$ cat src/rtl/core/rwlf_pkg.sv
// Shared types and constants of the regularized weighted line fit.
// Depends on nothing; every other file of the block imports it.
package rwlf_pkg;

  localparam int WEIGHT_W   = 13;
  localparam int DEPTH_W    = 15;
  localparam int OUT_W      = 24;
  localparam int CFG_W      = 32;
  localparam int CFG_IDX_W  = 2;
  localparam int SW_W       = 29;
  localparam int SWX_W      = 44;
  localparam int SWXX_W     = 59;
  localparam int CNT_W      = 17;
  localparam int WX_W       = WEIGHT_W + DEPTH_W;
  localparam int WXX_W      = WX_W + DEPTH_W;
  localparam int MUL_W      = 64;
  localparam int PROD_W     = 2 * MUL_W;

  localparam logic [CNT_W-1:0] MAX_POINTS = 17'd65536;

  localparam logic [CFG_IDX_W-1:0] REG_LAMBDA_SCALE = 2'd0;
  localparam logic [CFG_IDX_W-1:0] REG_LAMBDA_BIAS  = 2'd1;

  localparam logic [1:0] STATUS_OK       = 2'd0;
  localparam logic [1:0] STATUS_FEW      = 2'd1;
  localparam logic [1:0] STATUS_SINGULAR = 2'd2;
  localparam logic [1:0] STATUS_OVERFLOW = 2'd3;

  localparam logic [OUT_W-1:0] LIM_POS = 24'h7FFFFF;
  localparam logic [OUT_W-1:0] LIM_NEG = 24'h800000;

  typedef struct packed {
    logic [WEIGHT_W-1:0] weight;
    logic [DEPTH_W-1:0]  depth_x;
    logic [DEPTH_W-1:0]  depth_y;
    logic                last;
  } in_t;

  typedef struct packed {
    logic signed [OUT_W-1:0] scale;
    logic signed [OUT_W-1:0] bias;
    logic [1:0]              status;
  } out_t;

  typedef struct packed {
    logic [SW_W-1:0]   sw;
    logic [SWX_W-1:0]  swx;
    logic [SWX_W-1:0]  swy;
    logic [SWXX_W-1:0] swxx;
    logic [SWXX_W-1:0] swxy;
    logic [CNT_W-1:0]  count;
    logic              ovf;
  } rwlf_sums_t;

endpackage

$ cat src/rtl/core/rwlf_accum.sv
// Point accumulator: bit-serial products w*x, w*y, w*x*x, w*x*y and saturating sums.
// Depends on rwlf_pkg.
module rwlf_accum import rwlf_pkg::*; (
  input  logic                clk,
  input  logic                rst_n,
  input  logic                start,
  input  logic [WEIGHT_W-1:0] weight,
  input  logic [DEPTH_W-1:0]  xin,
  input  logic [DEPTH_W-1:0]  yin,
  input  logic                clear,
  output logic                done,
  output rwlf_sums_t          sums
);

  localparam logic [1:0] A_IDLE = 2'd0;
  localparam logic [1:0] A_MUL1 = 2'd1;
  localparam logic [1:0] A_MUL2 = 2'd2;
  localparam logic [1:0] A_ADD  = 2'd3;
  localparam logic [3:0] LAST_BIT = 4'(DEPTH_W - 1);

  logic [1:0]          st_r, st_nxt;
  logic [3:0]          bit_r, bit_nxt;
  logic [DEPTH_W-1:0]  x_r, x_nxt, y_r, y_nxt, sx_r, sx_nxt, sy_r, sy_nxt;
  logic [WXX_W-1:0]    mc_r, mc_nxt, px_r, px_nxt, py_r, py_nxt;
  logic [WXX_W-1:0]    px_add, py_add;
  logic [WX_W-1:0]     wx_r, wx_nxt, wy_r, wy_nxt;
  logic [WEIGHT_W-1:0] w_r, w_nxt;
  rwlf_sums_t          sums_r, sums_nxt;
  logic                done_r, done_nxt;
  logic [SW_W:0]       s_w;
  logic [SWX_W:0]      s_wx, s_wy;
  logic [SWXX_W:0]     s_wxx, s_wxy;

  assign px_add = px_r + (sx_r[0] ? mc_r : '0);
  assign py_add = py_r + (sy_r[0] ? mc_r : '0);
  assign s_w    = {1'b0, sums_r.sw} + {{(SW_W+1-WEIGHT_W){1'b0}}, w_r};
  assign s_wx   = {1'b0, sums_r.swx} + {{(SWX_W+1-WX_W){1'b0}}, wx_r};
  assign s_wy   = {1'b0, sums_r.swy} + {{(SWX_W+1-WX_W){1'b0}}, wy_r};
  assign s_wxx  = {1'b0, sums_r.swxx} + {{(SWXX_W+1-WXX_W){1'b0}}, px_r};
  assign s_wxy  = {1'b0, sums_r.swxy} + {{(SWXX_W+1-WXX_W){1'b0}}, py_r};

  always_comb begin
    st_nxt   = st_r;
    bit_nxt  = bit_r;
    x_nxt    = x_r;
    y_nxt    = y_r;
    sx_nxt   = sx_r;
    sy_nxt   = sy_r;
    mc_nxt   = mc_r;
    px_nxt   = px_r;
    py_nxt   = py_r;
    wx_nxt   = wx_r;
    wy_nxt   = wy_r;
    w_nxt    = w_r;
    sums_nxt = sums_r;
    done_nxt = 1'b0;
    unique case (st_r)
      A_IDLE: begin
        if (clear) begin
          sums_nxt = '0;
        end
        if (start) begin
          w_nxt   = weight;
          x_nxt   = xin;
          y_nxt   = yin;
          sx_nxt  = xin;
          sy_nxt  = yin;
          mc_nxt  = {{(WXX_W-WEIGHT_W){1'b0}}, weight};
          px_nxt  = '0;
          py_nxt  = '0;
          bit_nxt = '0;
          st_nxt  = A_MUL1;
        end
      end
      A_MUL1: begin
        px_nxt  = px_add;
        py_nxt  = py_add;
        sx_nxt  = sx_r >> 1;
        sy_nxt  = sy_r >> 1;
        mc_nxt  = mc_r << 1;
        bit_nxt = bit_r + 4'd1;
        if (bit_r == LAST_BIT) begin
          // w*x and w*y are done: reload for the second pass with w*x as multiplicand
          wx_nxt  = px_add[WX_W-1:0];
          wy_nxt  = py_add[WX_W-1:0];
          mc_nxt  = {{(WXX_W-WX_W){1'b0}}, px_add[WX_W-1:0]};
          px_nxt  = '0;
          py_nxt  = '0;
          sx_nxt  = x_r;
          sy_nxt  = y_r;
          bit_nxt = '0;
          st_nxt  = A_MUL2;
        end
      end
      A_MUL2: begin
        px_nxt  = px_add;
        py_nxt  = py_add;
        sx_nxt  = sx_r >> 1;
        sy_nxt  = sy_r >> 1;
        mc_nxt  = mc_r << 1;
        bit_nxt = bit_r + 4'd1;
        if (bit_r == LAST_BIT) begin
          st_nxt = A_ADD;
        end
      end
      A_ADD: begin
        sums_nxt.sw   = s_w[SW_W] ? '1 : s_w[SW_W-1:0];
        sums_nxt.swx  = s_wx[SWX_W] ? '1 : s_wx[SWX_W-1:0];
        sums_nxt.swy  = s_wy[SWX_W] ? '1 : s_wy[SWX_W-1:0];
        sums_nxt.swxx = s_wxx[SWXX_W] ? '1 : s_wxx[SWXX_W-1:0];
        sums_nxt.swxy = s_wxy[SWXX_W] ? '1 : s_wxy[SWXX_W-1:0];
        if (sums_r.count >= MAX_POINTS) begin
          sums_nxt.count = MAX_POINTS;
        end else begin
          sums_nxt.count = sums_r.count + 17'd1;
        end
        sums_nxt.ovf = sums_r.ovf | s_w[SW_W] | s_wx[SWX_W] | s_wy[SWX_W] |
                       s_wxx[SWXX_W] | s_wxy[SWXX_W] | (sums_r.count >= MAX_POINTS);
        done_nxt = 1'b1;
        st_nxt   = A_IDLE;
      end
      default: st_nxt = A_IDLE;
    endcase
  end

  always_ff @(posedge clk) begin
    if (!rst_n) begin
      st_r   <= A_IDLE;
      sums_r <= '0;
      done_r <= 1'b0;
    end else begin
      st_r   <= st_nxt;
      sums_r <= sums_nxt;
      done_r <= done_nxt;
    end
    bit_r <= bit_nxt;
    x_r   <= x_nxt;
    y_r   <= y_nxt;
    sx_r  <= sx_nxt;
    sy_r  <= sy_nxt;
    mc_r  <= mc_nxt;
    px_r  <= px_nxt;
    py_r  <= py_nxt;
    wx_r  <= wx_nxt;
    wy_r  <= wy_nxt;
    w_r   <= w_nxt;
  end

  assign done = done_r;
  assign sums = sums_r;

endmodule

$ cat config.mk
export PLATFORM = sky130hd
export DESIGN_NAME = rwlf_accum
export DESIGN_NICKNAME = d
export VERILOG_FILES = /design/src/rtl/core/rwlf_pkg.sv /design/src/rtl/core/rwlf_accum.sv
export SDC_FILE = /design/constraint.sdc
export NUM_CORES = 1
export LEC_CHECK = 0
export BUFFER_PORTS_ARGS = -buffer_cell sky130_fd_sc_hd__buf_2
export CAP_MARGIN = 30
export CORE_MARGIN = 5
export CORE_UTILIZATION = 30
export CTS_CLUSTER_DIAMETER = 200
export DETAILED_ROUTE_END_ITERATION = 10
export MAX_ROUTING_LAYER = met4
export PLACE_DENSITY = 0.53
export SKIP_LAST_GASP = 1
export SLEW_MARGIN = 20
export SYNTH_ARGS = -nofsm -noshare
export SYNTH_HDL_FRONTEND = slang
export SYNTH_SLANG_ARGS = --single-unit
$ cat constraint.sdc
create_clock -name clk -period 19.3 [get_ports clk]
set_input_delay 0.965 -clock clk [delete_from_list [all_inputs] [get_ports clk]]
set_output_delay 0.965 -clock clk [all_outputs]
set_load 0.01 [all_outputs]
# Word-level counts from Yosys, hierarchy flattened
# Cells that the tools add are included.
# totals
regBits	518
in_bits	47
output_inout_bits	254
word_cells	84
# op_classes
addsub	9
order_cmp	1
n_eq_ne	8
muxes	32
bitwise	6
n_reduce_logical	8
# op_table
cell	count
one-hot mux 253 bit (2 select lines)	1
one-hot mux 43 bit (3 select lines)	3
2-to-1 mux 43 bit	7
2-to-1 mux 253 bit	1
adder 59 x 43 -> 60 bit	2
2-to-1 mux 59 bit	2
adder 44 x 28 -> 45 bit	2
one-hot mux 15 bit (3 select lines)	2
2-to-1 mux 44 bit	2
adder 43 bit	2
2-to-1 mux 15 bit	4
adder 29 x 13 -> 30 bit	1
2-to-1 mux 29 bit	1
adder 17 x 1 -> 17 bit, second input constant	1
greater-or-equal comparator 17 bit, second input constant	1
2-to-1 mux 17 bit	1
one-hot mux 4 bit (3 select lines)	1
2-to-1 mux 4 bit	2
inequality test 2 bit, second input constant	4
one-hot mux 2 bit (4 select lines)	1
AND reduction 2 bit	4
2-to-1 mux 2 bit	3
bitwise OR 1 bit	6
adder 4 x 1 -> 4 bit, second input constant	1
8 further kinds	9

# Longest topological paths before layout
# Gate-level depths: netlist (run 1).
# depth
word_depth	8
mapped_depth	15

# Worst setup path after synthesis (run 1)
# No wires, ideal clock.
# synth_timing
kind	input-to-reg
start	input start
end	register bit_r[0] (enable)
t_arrival_ns	8.269
required_ns	18.594
slack_ns	10.325
stages	2
path_buffers	0
path_cell_list	nand2b_1 > nor2b_1
# synth_between
elab_chain_len	2
# synth_rtl
item	line	text
start: declaration	rwlf_accum.sv:6	input logic start,
inequality test 2 bit (no source line)	-	
AND reduction 2 bit (no source line)	-	
end signal: assignment	rwlf_accum.sv:136	bit_r <= bit_nxt;
end: declaration	rwlf_accum.sv:22	logic [3:0] bit_r, bit_nxt;
# Every way passes these cells.
# A chain may end at the register's enable or synchronous reset.

# Worst setup path in the final report (run 1)
# layout_timing
start	register py_r[3]
end	register sums_r, in the netlist sums[62]
# layout_between
elab_chain_len	3
# layout_rtl
item	line	text
start: declaration	rwlf_accum.sv:24	logic [WXX_W-1:0] mc_r, mc_nxt, px_r, px_nxt, py_r, py_nxt;
start signal: assignment	rwlf_accum.sv:143	py_r <= py_nxt;
adder 59 x 43 -> 60 bit	rwlf_accum.sv:40	assign s_wxy = {1'b0, sums_r.swxy} + {{(SWXX_W+1-WXX_W){1'b0}}, py_r};
2-to-1 mux 59 bit	rwlf_accum.sv:111	sums_nxt.swxy = s_wxy[SWXX_W] ? '1 : s_wxy[SWXX_W-1:0];
one-hot mux 253 bit (2 select lines)	rwlf_accum.sv:57	unique case (st_r)
end signal: assignment	rwlf_accum.sv:133	sums_r <= sums_nxt;
end: declaration	rwlf_accum.sv:28	rwlf_sums_t sums_r, sums_nxt;
# Every way passes these cells.

==> run metrics, run 1 <==
WL/cell approximately 21 um; port bufs 300; CP Max Fanout 13; nets between 4000 and 5000; Crit path required time just under 20 ns; largest net degree at the start of global routing 86; metal2 WL between 50000 and 60000 um; Post-Syn Area per Cell between 8 and 9 sq um; CP cell instances ha_1 -> a21o_1 -> a21oi_1 -> a31oi_2 -> a31o_2 -> a21o_1 -> a21oi_1 -> nand2_1 -> nand2b_1 -> o21ai_0 -> a22o_1; Clk Latency, worst-skew pair roughly 0.63 ns; vias in the first global route around 28000; Core Region around 110000 sq um; gr usage total 19.3%; crit path kind reg2reg; Post-Route WL between 100000 and 150000 um; status finished, final reports clean; Post-Layout Cell Count ~5700; DRC viols 0; die area 120000 sq um; Top Ports between 300 and 400; Max H-tree Level 3; clock buffer depth 3; TritonCTS clock tree yes; largest cells by area after synthesis edfxtp_1, dfxtp_1, ha_1; r2r startpoint py_r[3]$_DFFE_PP_; leading cell type in the layout, fill and taps excluded nand2_1; Crit path arrival time 4.96 ns; post-layout min period about 4.4 ns; clock sink total 518; RSZ-0062 raised after global routing no; Slew headroom approximately a third; final hold viol count 0; pre-CTS WS ~15 ns; post_cts resized 0; Fmax about 230 MHz; Starting Density 30.2%; Vias/cell 5.29; worst setup margin about 15 ns; overall power roughly 4.9 mW; die width between 300 and 400 um; Peak VDD IR around 0.000094 V; Max Cap Viol 0; Leakage ~17 nW; Yosys top cell area share about 23%; slowest stage cell on the critical path a21oi_1; Syn Nets 4221; num rows 123; Reg2Reg Setup Slack between 10 and 15 ns; CP Launch Point py_r[3]$_DFFE_PP_; die height roughly 350 um; Met1 Wirelength about 54000 um; most frequent cells in the layout nand2_1, o21ai_0, a21oi_1; Inst Count DP around 5500; share of cells above drive strength 1 a little under an eighth; worst hold path type reg2reg; Post-Route Setup TNS 0 ns; crit share post-route approximately 23%; Final GP Congestion 0.899; vias post-DR 30015; Ys Warns 0; Top FF cell, synth edfxtp_1; sequential-to-total area share from yosys stat a little under two fifths; Post-DP HPWL about 89000 um; Yosys cell types 86; drt first-iter violations between 2000 and 2500; Top Layer Used met4; crit path capture type flop; Post-synth EDFFs between 200 and 300; Slew Viols, Final 0; CTS Buf Count 68; Hold Path Origin sums[196]$_SDFFE_PN0P_; hold_buf cts 0; Routed Antenna Nets 0; CP Launch Type flop; mapped cell area ~34000 sq um; post-route cell area 39300 sq um; # setup viols final 0; clock-pin slew of the registers on the worst-case setup and hold paths 0.06 ns; worst stage delay on the critical path 0.71 ns; cells after synthesis about 3900; Area Growth Syn to Fin 15.3%; clk_skew ~0.028 ns; #FFs+latches synth 518; initial antenna violation count 6; Post-CTS Setup Bufs 0; clk root buf clkbuf_16; Power Density roughly 120 nW/um^2; measured slew at the worst slew-check pin 0.968 ns; async set-reset flop share out of synthesis 0%; global-route wire length before repair between 150000 and 200000 um; area of placed instances between 30000 and 40000 sq um; post-synth top area cell edfxtp_1; Initial DRT Pass Iterations 7; GR Overflow Total 0; Routed met3 length roughly 8200 um; Fillers 11725
-- area by class of cell --
cell class | instances | area [sq um] | area share (%)
clock buffer | 82 | 1860 | 4.73
timing repair buffer | 330 | 1820 | 4.63
tap | 1500 | 1880 | 4.78
sequential | 518 | 13000 | 33.1
clock inverter | 44 | 349 | 0.889
inverter | 107 | 403 | 1.03
multi-input combinational | 3093 | 20000 | 50.9
antenna | 3 | 7.51 | 0.0191
-- metrics by stage --
| stage | hold WS, ns | util [%] |
|---|---|---|
| 4_1_cts | 0.462 | 34.8 |
| 5_1_grt | 0.487 | 34.9 |
| 3_3_place_gp | 0.442 | 32.8 |
| 3_5_place_dp | 0.453 | 32.9 |
| 2_1_floorplan | 0.479 | - |
| 6_report | 0.459 | 34.9 |
-- state kept, by name (all words and copies together), names as in the netlist, 4 cells and up --
register  flops
x_r          15
sy_r         15
py_r         43
y_r          15
px_r         43
sx_r         15
mc_r         43
wy_r         28
wx_r         28
bit_r         4
sums        253
w_r          13
-- report_power, final --
part	total (mW)	leakage (nW)	switching [mW]	internal, mW
clock network	1.27	1.07	0.535	0.732
registers	1.70	4.70	0.214	1.49
logic	1.92	11.1	1.26	0.662
-- cells in the mapped netlist, types with 46 or more instances --
cell type / instances
nand2_1: 483
o21ai_0: 360
a21oi_1: 314
edfxtp_1: 262
dfxtp_1: 256
ha_1: 248
nor2_1: 229
a21o_1: 185
and2_1: 179
clkbuf_1: 176
xnor2_1: 125
inv_1: 106
nand3_1: 102
xor2_1: 86
a21boi_0: 82
nand4_1: 49
a31oi_1: 48
o21a_1: 48
and3_1: 46
-- worst max-delay path: cells and delay by family (launching register included) --
kind | cells | cell delay (ns)
compound gates | 8 | 2.31
simple gates | 2 | 1.23
fa+ha+maj | 1 | 0.37
flops | 1 | 0.42
-- layer usage --
| layer | global-route usage [%] | vias to the layer above |
|---|---|---|
| met5 | - | - |
| met4 | 6.06 | 0 |
| met3 | 4.09 | 134 |
| met2 | 29.5 | 742 |
| met1 | 25.5 | 14397 |
| li1 | - | 14742 |
-- cells by family (layout without fill, tap and decap cells) --
kind of cell / Yosys count / count (layout) / synth area share (%)
AOI/OAI and AO/OA: 1345 / 1345 / 25.3
and+or+nand+nor: 1270 / 1270 / 17.8
other: 0 / 3 / 0
adders and majority gates: 255 / 255 / 9.52
muxes: 12 / 12 / 0.360
xor gates and xnor gates: 211 / 211 / 5.42
buffers and inverters: 308 / 563 / 3.46
DFF: 518 / 518 / 38.1
-- worst paths after layout --
| check | cells after the start | to |
|---|---|---|
| max | 11 | sums[62]$_SDFFE_PN0P_ |
| min | 2 | sums[196]$_SDFFE_PN0P_ |
| max reg2reg | 11 | sums[62]$_SDFFE_PN0P_ |
| min reg2reg | 2 | sums[196]$_SDFFE_PN0P_ |
Note: power is estimated with default switching activity, not from simulation.
==> run 2: changes to the inputs <==
==> constraint.sdc (replaced) <==
create_clock -name clk -period 4.65 [get_ports clk]
set_input_delay 0.2325 -clock clk [delete_from_list [all_inputs] [get_ports clk]]
set_output_delay 0.2325 -clock clk [all_outputs]
set_load 0.01 [all_outputs]
==> run metrics, run 2 (synthesis gave the netlist of run 1 again) <==
vias in the first global route 28378 (+1.7%); # setup viols final 0 (unchanged); Post-Route Setup TNS 0 ns (unchanged); leading cell type in the layout, fill and taps excluded nand2_1; CP Max Fanout 23 (+10); DRC viols 0 (unchanged); Crit path arrival time 4.62 ns (-0.34 ns); initial antenna violation count 6 (unchanged); Inst Count DP 5560 (+0.25%); Slew headroom 36.2% (+0.85 points); crit share post-route 89.0% (+66 points); Max H-tree Level 3 (unchanged); Starting Density 30.2% (unchanged); crit path capture type flop; GR Overflow Total 0 (unchanged); CP Launch Point sy_r[0]$_DFFE_PP_; Top Layer Used met4; Core Region 113000 sq um (unchanged); Final GP Congestion 0.910 (+1.3%); Routed met3 length 7740 um (-5.8%); Peak VDD IR 0.000410 V (+340%); Sw Share 41.3% (+0.20 points); Post-DP HPWL 89400 um (about the same); Hold Path Origin start; Crit path required time 5.13 ns (-14.69 ns); clock-pin slew of the registers on the worst-case setup and hold paths 0.06 ns (about the same); Clk Latency, worst-skew pair 0.64 ns (about the same); clock sink total 518 (unchanged); fin util 35.3% (+0.45 points); worst setup margin 0.510 ns (-14.36 ns); hold_buf cts 43 (+43); sequential power share 35.1% (+0.3 points); clock power share 26.0% (about the same); clk root buf clkbuf_16; Vias/cell 5.28 (-0.12%); final hold viol count 0 (unchanged); port bufs 300 (unchanged); Slew Viols, Final 0 (unchanged); Area Growth Syn to Fin 16.8%; global-route wire length before repair 179000 um (+1.2%); Multi-input gate area 20000 sq um (about the same); Routed Antenna Nets 0 (unchanged); largest net degree at the start of global routing 164 (+91%); register area 13000 sq um (unchanged); RSZ-0062 raised after global routing no; post_cts resized 0 (unchanged); CTS Buf Count 67 (-1.5%); clock buffer depth 3 (unchanged); WL/cell 20.8 um (-0.54%); Int Power 12.0 mW (+320%); Max Cap Viol 0 (unchanged); Post-Layout Cell Count 5727 (+0.88%); share of cells above drive strength 1 11.8% (-0.099 points); Sw Pwr 8.45 mW (+320%); measured slew at the worst slew-check pin 0.958 ns (-0.0104 ns); gr usage total 19.4% (+0.18 points); nets 4474 (+1.2%); Top Ports 301 (unchanged); drt first-iter violations 1826 (-15%); CP Launch Type flop; Initial DRT Pass Iterations 5 (-2); Power Density 515 nW/um^2 (+310%); post-layout min period 4.14 ns (-0.292 ns); r2r startpoint sy_r[0]$_DFFE_PP_; metal2 WL 53500 um (+1.6%); Post-Route WL 119000 um (+0.34%); Met1 Wirelength 54300 um (+0.75%); vias post-DR 30242 (+0.76%); num rows 123 (unchanged); Comb pwr share 38.9% (-0.4 points); clk_skew 0.0237 ns (-0.00452 ns); Post-CTS Setup Bufs 0 (unchanged); status finished, final reports clean; TritonCTS clock tree yes; overall power 20.5 mW (+320%); crit path kind reg2reg; die area 120000 sq um (unchanged); Fmax 242 MHz (+7.0%); die width 347 um (unchanged); max reg flops 253 (unchanged); die height 347 um (unchanged); Leakage 17.2 nW (+1.4%); pre-CTS WS 0.578 ns (-14.46 ns); Fillers 11667 (-0.49%); most frequent cells in the layout nand2_1, o21ai_0, a21oi_1; worst hold path type in2reg
==> run 2: changes by cell type in the layout (fill, tap and decap cells not counted), sizes merged <==
cell         previous run  this run
clkinvlp                8         3
clkbuf                 82        92
dlygate4sd3             0        43
buf                   330       342
inv                   110       109
diode                   3         1
clkinv                 30        23
==> run 2: area by class of cell <==
class                      instances  area share (%)
sequential                       518            32.7
clock buffer                      92            4.82
antenna                            1         0.00629
inverter                         107            1.01
tap                             1500            4.72
clock inverter                    31           0.808
timing repair buffer             385            5.75
multi-input combinational       3093            50.2
==> run 2: path summary, 6_finish.rpt <==
kind	end	slack, ns	cells past startpoint
worst max-delay path	py_r[42]$_DFFE_PP_	0.51	14
worst max register to register	py_r[42]$_DFFE_PP_	0.51	14
worst min register to register	sums[236]$_SDFFE_PN0P_	0.46	2
worst min-delay path	st_r[0]$_SDFFE_PN0P_	0.05	4
==> run 2: power groups by stage <==
stage | Sequential (mW) | Combinational (mW) | Clock, mW
floorplan | 6.64 | 5.66 | 0
global placement | 7.27 | 7.89 | 0
detailed placement | 7.28 | 7.85 | 0
CTS | 7.19 | 7.91 | 5.48
global route | 7.24 | 8.79 | 5.67
finish | 7.18 | 7.97 | 5.33
==> run 2: worst max-delay path: stages, from the launching register on <==
cell      delay (ns)
edfxtp_1        0.81
and2_1          0.22
ha_1            0.18
inv_1           0.06
fa_1            0.41
nor2b_1         0.13
o21a_1          0.13
o21ai_0         0.13
a21o_1          0.23
a31oi_2         0.23
a21oi_2         0.13
o31a_1          0.38
or4_1           0.51
a31oi_1         0.22
mux2i_1         0.20
==> run 2: stage by stage <==
stage          hold slack [ns]  area [sq um]
6_report                0.0534         39800
2_1_floorplan            0.331         34100
3_5_place_dp             0.425         37100
5_1_grt                 0.0677         39800
3_3_place_gp             0.424         37100
4_1_cts                0.00312         39800
==> run 2: per-layer routing <==
layer / global-route usage, % / vias to the layer above
met4: 5.86 / 0
met1: 25.7 / 14504
li1: - / 14856
met5: - / -
met3: 4.25 / 124
met2: 29.9 / 758
==> run 3: changes to the inputs <==
--- a/config.mk
+++ b/config.mk
@@ -8,11 +8,11 @@
 export BUFFER_PORTS_ARGS = -buffer_cell sky130_fd_sc_hd__buf_2
 export CAP_MARGIN = 30
 export CORE_MARGIN = 5
-export CORE_UTILIZATION = 30
+export CORE_UTILIZATION = 41
 export CTS_CLUSTER_DIAMETER = 200
 export DETAILED_ROUTE_END_ITERATION = 10
 export MAX_ROUTING_LAYER = met4
-export PLACE_DENSITY = 0.53
+export PLACE_DENSITY = 0.65
 export SKIP_LAST_GASP = 1
 export SLEW_MARGIN = 20
 export SYNTH_ARGS = -nofsm -noshare
==> run metrics, run 3 (synthesis gave the netlist of run 1 again) <==
status finished, final reports clean; RSZ-0062 raised after global routing no; vias post-DR 30405 (+0.54%); port bufs 300 (unchanged); num rows 105 (-15%); Post-CTS Setup Bufs 0 (unchanged); Slew Viols, Final 0 (unchanged); fin util 47.5% (+12 points); CP Launch Type flop; measured slew at the worst slew-check pin 0.930 ns (-0.0280 ns); Crit path arrival time 4.48 ns (-0.14 ns); overall power 19.8 mW (-3.2%); Max H-tree Level 2 (-1); post-route cell area 39000 sq um (-1.9%); GR Overflow Total 0 (unchanged); most frequent cells in the layout nand2_1, o21ai_0, a21oi_1; metal2 WL 50400 um (-5.8%); Max Cap Viol 0 (unchanged); Power Density 507 nW/um^2 (-1.4%); WP depth 14 (unchanged); Final GP Congestion 0.976 (+7.2%); crit path kind reg2reg; die height 298 um (-14%); die area 89000 sq um (-26%); Crit path max-delay family compound AO/OA/AOI/OAI gates; Leakage 17.0 nW (-0.70%); Area Growth Syn to Fin 14.6%; Sw Share 40.8% (-0.44 points); clock power share 24.1% (-1.9 points); Int Power 11.7 mW (-2.5%); worst hold stages 4 (unchanged); Comb pwr share 39.8% (+0.9 points); largest net degree at the start of global routing 125 (-24%); Routed met3 length 6970 um (-10%); clock sink total 518 (unchanged); CTS Buf Count 59 (-12%); pre-CTS WS 0.596 ns (+0.0177 ns); Peak VDD IR 0.000416 V (+1.5%); global-route wire length before repair 168000 um (-6.0%); Starting Density 41.4% (+11 points); DRC viols 0 (unchanged); die width 298 um (-14%); post-layout min period 4.10 ns (-0.0427 ns); Top Layer Used met4; Sw Pwr 8.09 mW (-4.2%); crit path capture type flop; hold_buf cts 44 (+2.3%); Met1 Wirelength 50300 um (-7.3%); Routed Antenna Nets 0 (unchanged); CP Max Fanout 25 (+8.7%); Vias/cell 5.75 (+8.8%); Top Ports 301 (unchanged); share of cells above drive strength 1 11.6% (-0.23 points); Clk Latency, worst-skew pair 0.64 ns (about the same); drt first-iter violations 2684 (+47%); CP cell instances and2_1 -> ha_1 -> inv_1 -> fa_1 -> nor2b_1 -> o21a_1 -> o21ai_0 -> a21o_1 -> a31oi_2 -> a21oi_2 -> o31a_1 -> or4_1 -> a31oi_1 -> mux2i_1; TritonCTS clock tree yes; slowest stage cell on the critical path edfxtp_1; final hold viol count 0 (unchanged); post_cts resized 0 (unchanged); Post-Route WL 110000 um (-7.1%); Crit path required time 5.04 ns (-0.09 ns); Initial DRT Pass Iterations 5 (unchanged); Post-Route Setup TNS 0 ns (unchanged); gr usage total 24.2% (+4.8 points); Slew headroom 37.8% (+1.6 points); FF-to-FF path depth 14 (unchanged); clock-pin slew of the registers on the worst-case setup and hold paths 0.06 ns (about the same); Core Region 82200 sq um (-27%); clk root buf clkbuf_16; nets 4467 (-0.16%); # setup viols final 0 (unchanged); sequential power share 36.0% (+0.9 points); area of placed instances 36600 sq um (-1.3%); Crit path buffers/inverters 1 (unchanged); WL/cell 20.9 um (+0.58%); vias in the first global route 28172 (-0.73%); initial antenna violation count 4 (-2); clk_skew 0.0316 ns (+0.00791 ns); Post-DP HPWL 82600 um (-7.6%); worst setup margin 0.553 ns (+0.0427 ns); max reg flops 253 (unchanged); worst stage delay on the critical path 0.77 ns (-0.04 ns); leading cell type in the layout, fill and taps excluded nand2_1; Fmax 244 MHz (+1.0%); worst hold path type in2reg; clock buffer depth 3 (unchanged); crit share post-route 88.1% (-0.92 points)
## run 3: cell count changes in the layout (fill, tap and decap cells not counted), sizes merged
cell	change
clkbuf	-8
diode	+4
inv	-3
dlygate4sd3	+1
clkinv	-5
clkinvlp	+2
bufinv	+2
## run 3: worst paths after layout
path	from	endpoint	slack [ns]
worst max-delay path	sy_r[0]$_DFFE_PP_	py_r[42]$_DFFE_PP_	0.55
worst min-delay path	start	st_r[0]$_SDFFE_PN0P_	0.08
worst max register to register	sy_r[0]$_DFFE_PP_	py_r[42]$_DFFE_PP_	0.55
worst min register to register	sums[46]$_SDFFE_PN0P_	sums[46]$_SDFFE_PN0P_	0.46
## run 3: power groups by stage
stage / combinational (mW) / clock [mW] / sequential (mW)
after floorplan: 5.66 / 0 / 6.64
after global placement: 7.69 / 0 / 7.21
after detailed placement: 7.71 / 0 / 7.21
after CTS: 7.77 / 4.89 / 7.13
after global routing: 8.67 / 5.08 / 7.16
final: 7.89 / 4.78 / 7.14
## run 3: layer usage
metal  global-route usage, %  up-vias
met4                    5.36        0
li1                        -    14838
met1                    32.9    14519
met5                       -        -
met2                    38.4      905
met3                    3.87      143
## run 3: final cells by class
cell class | instances | area, sq um
Antenna cell | 5 | 12.5
Clock buffer | 84 | 1660
Clock inverter | 27 | 302
Fill cell | 7872 | 43200
Inverter | 107 | 403
Multi-Input combinational cell | 3093 | 20000
Sequential cell | 518 | 13000
Tap cell | 1070 | 1340
Timing Repair Buffer | 386 | 2360
## run 3: through the flow
step           hold WS, ns  cells
2_1_floorplan        0.331   3919
3_3_place_gp         0.423   5126
3_5_place_dp         0.424   5129
4_1_cts             0.0490   5284
5_1_grt              0.115   5287
6_report            0.0795   5290
## run 3: tightest hold or removal path, delay by kind of cell
kind	cells	cell delay (ns)
AO/OA/AOI/OAI	1	0.08
AND/OR/NAND/NOR	2	0.25
buffers and inverters	1	0.09
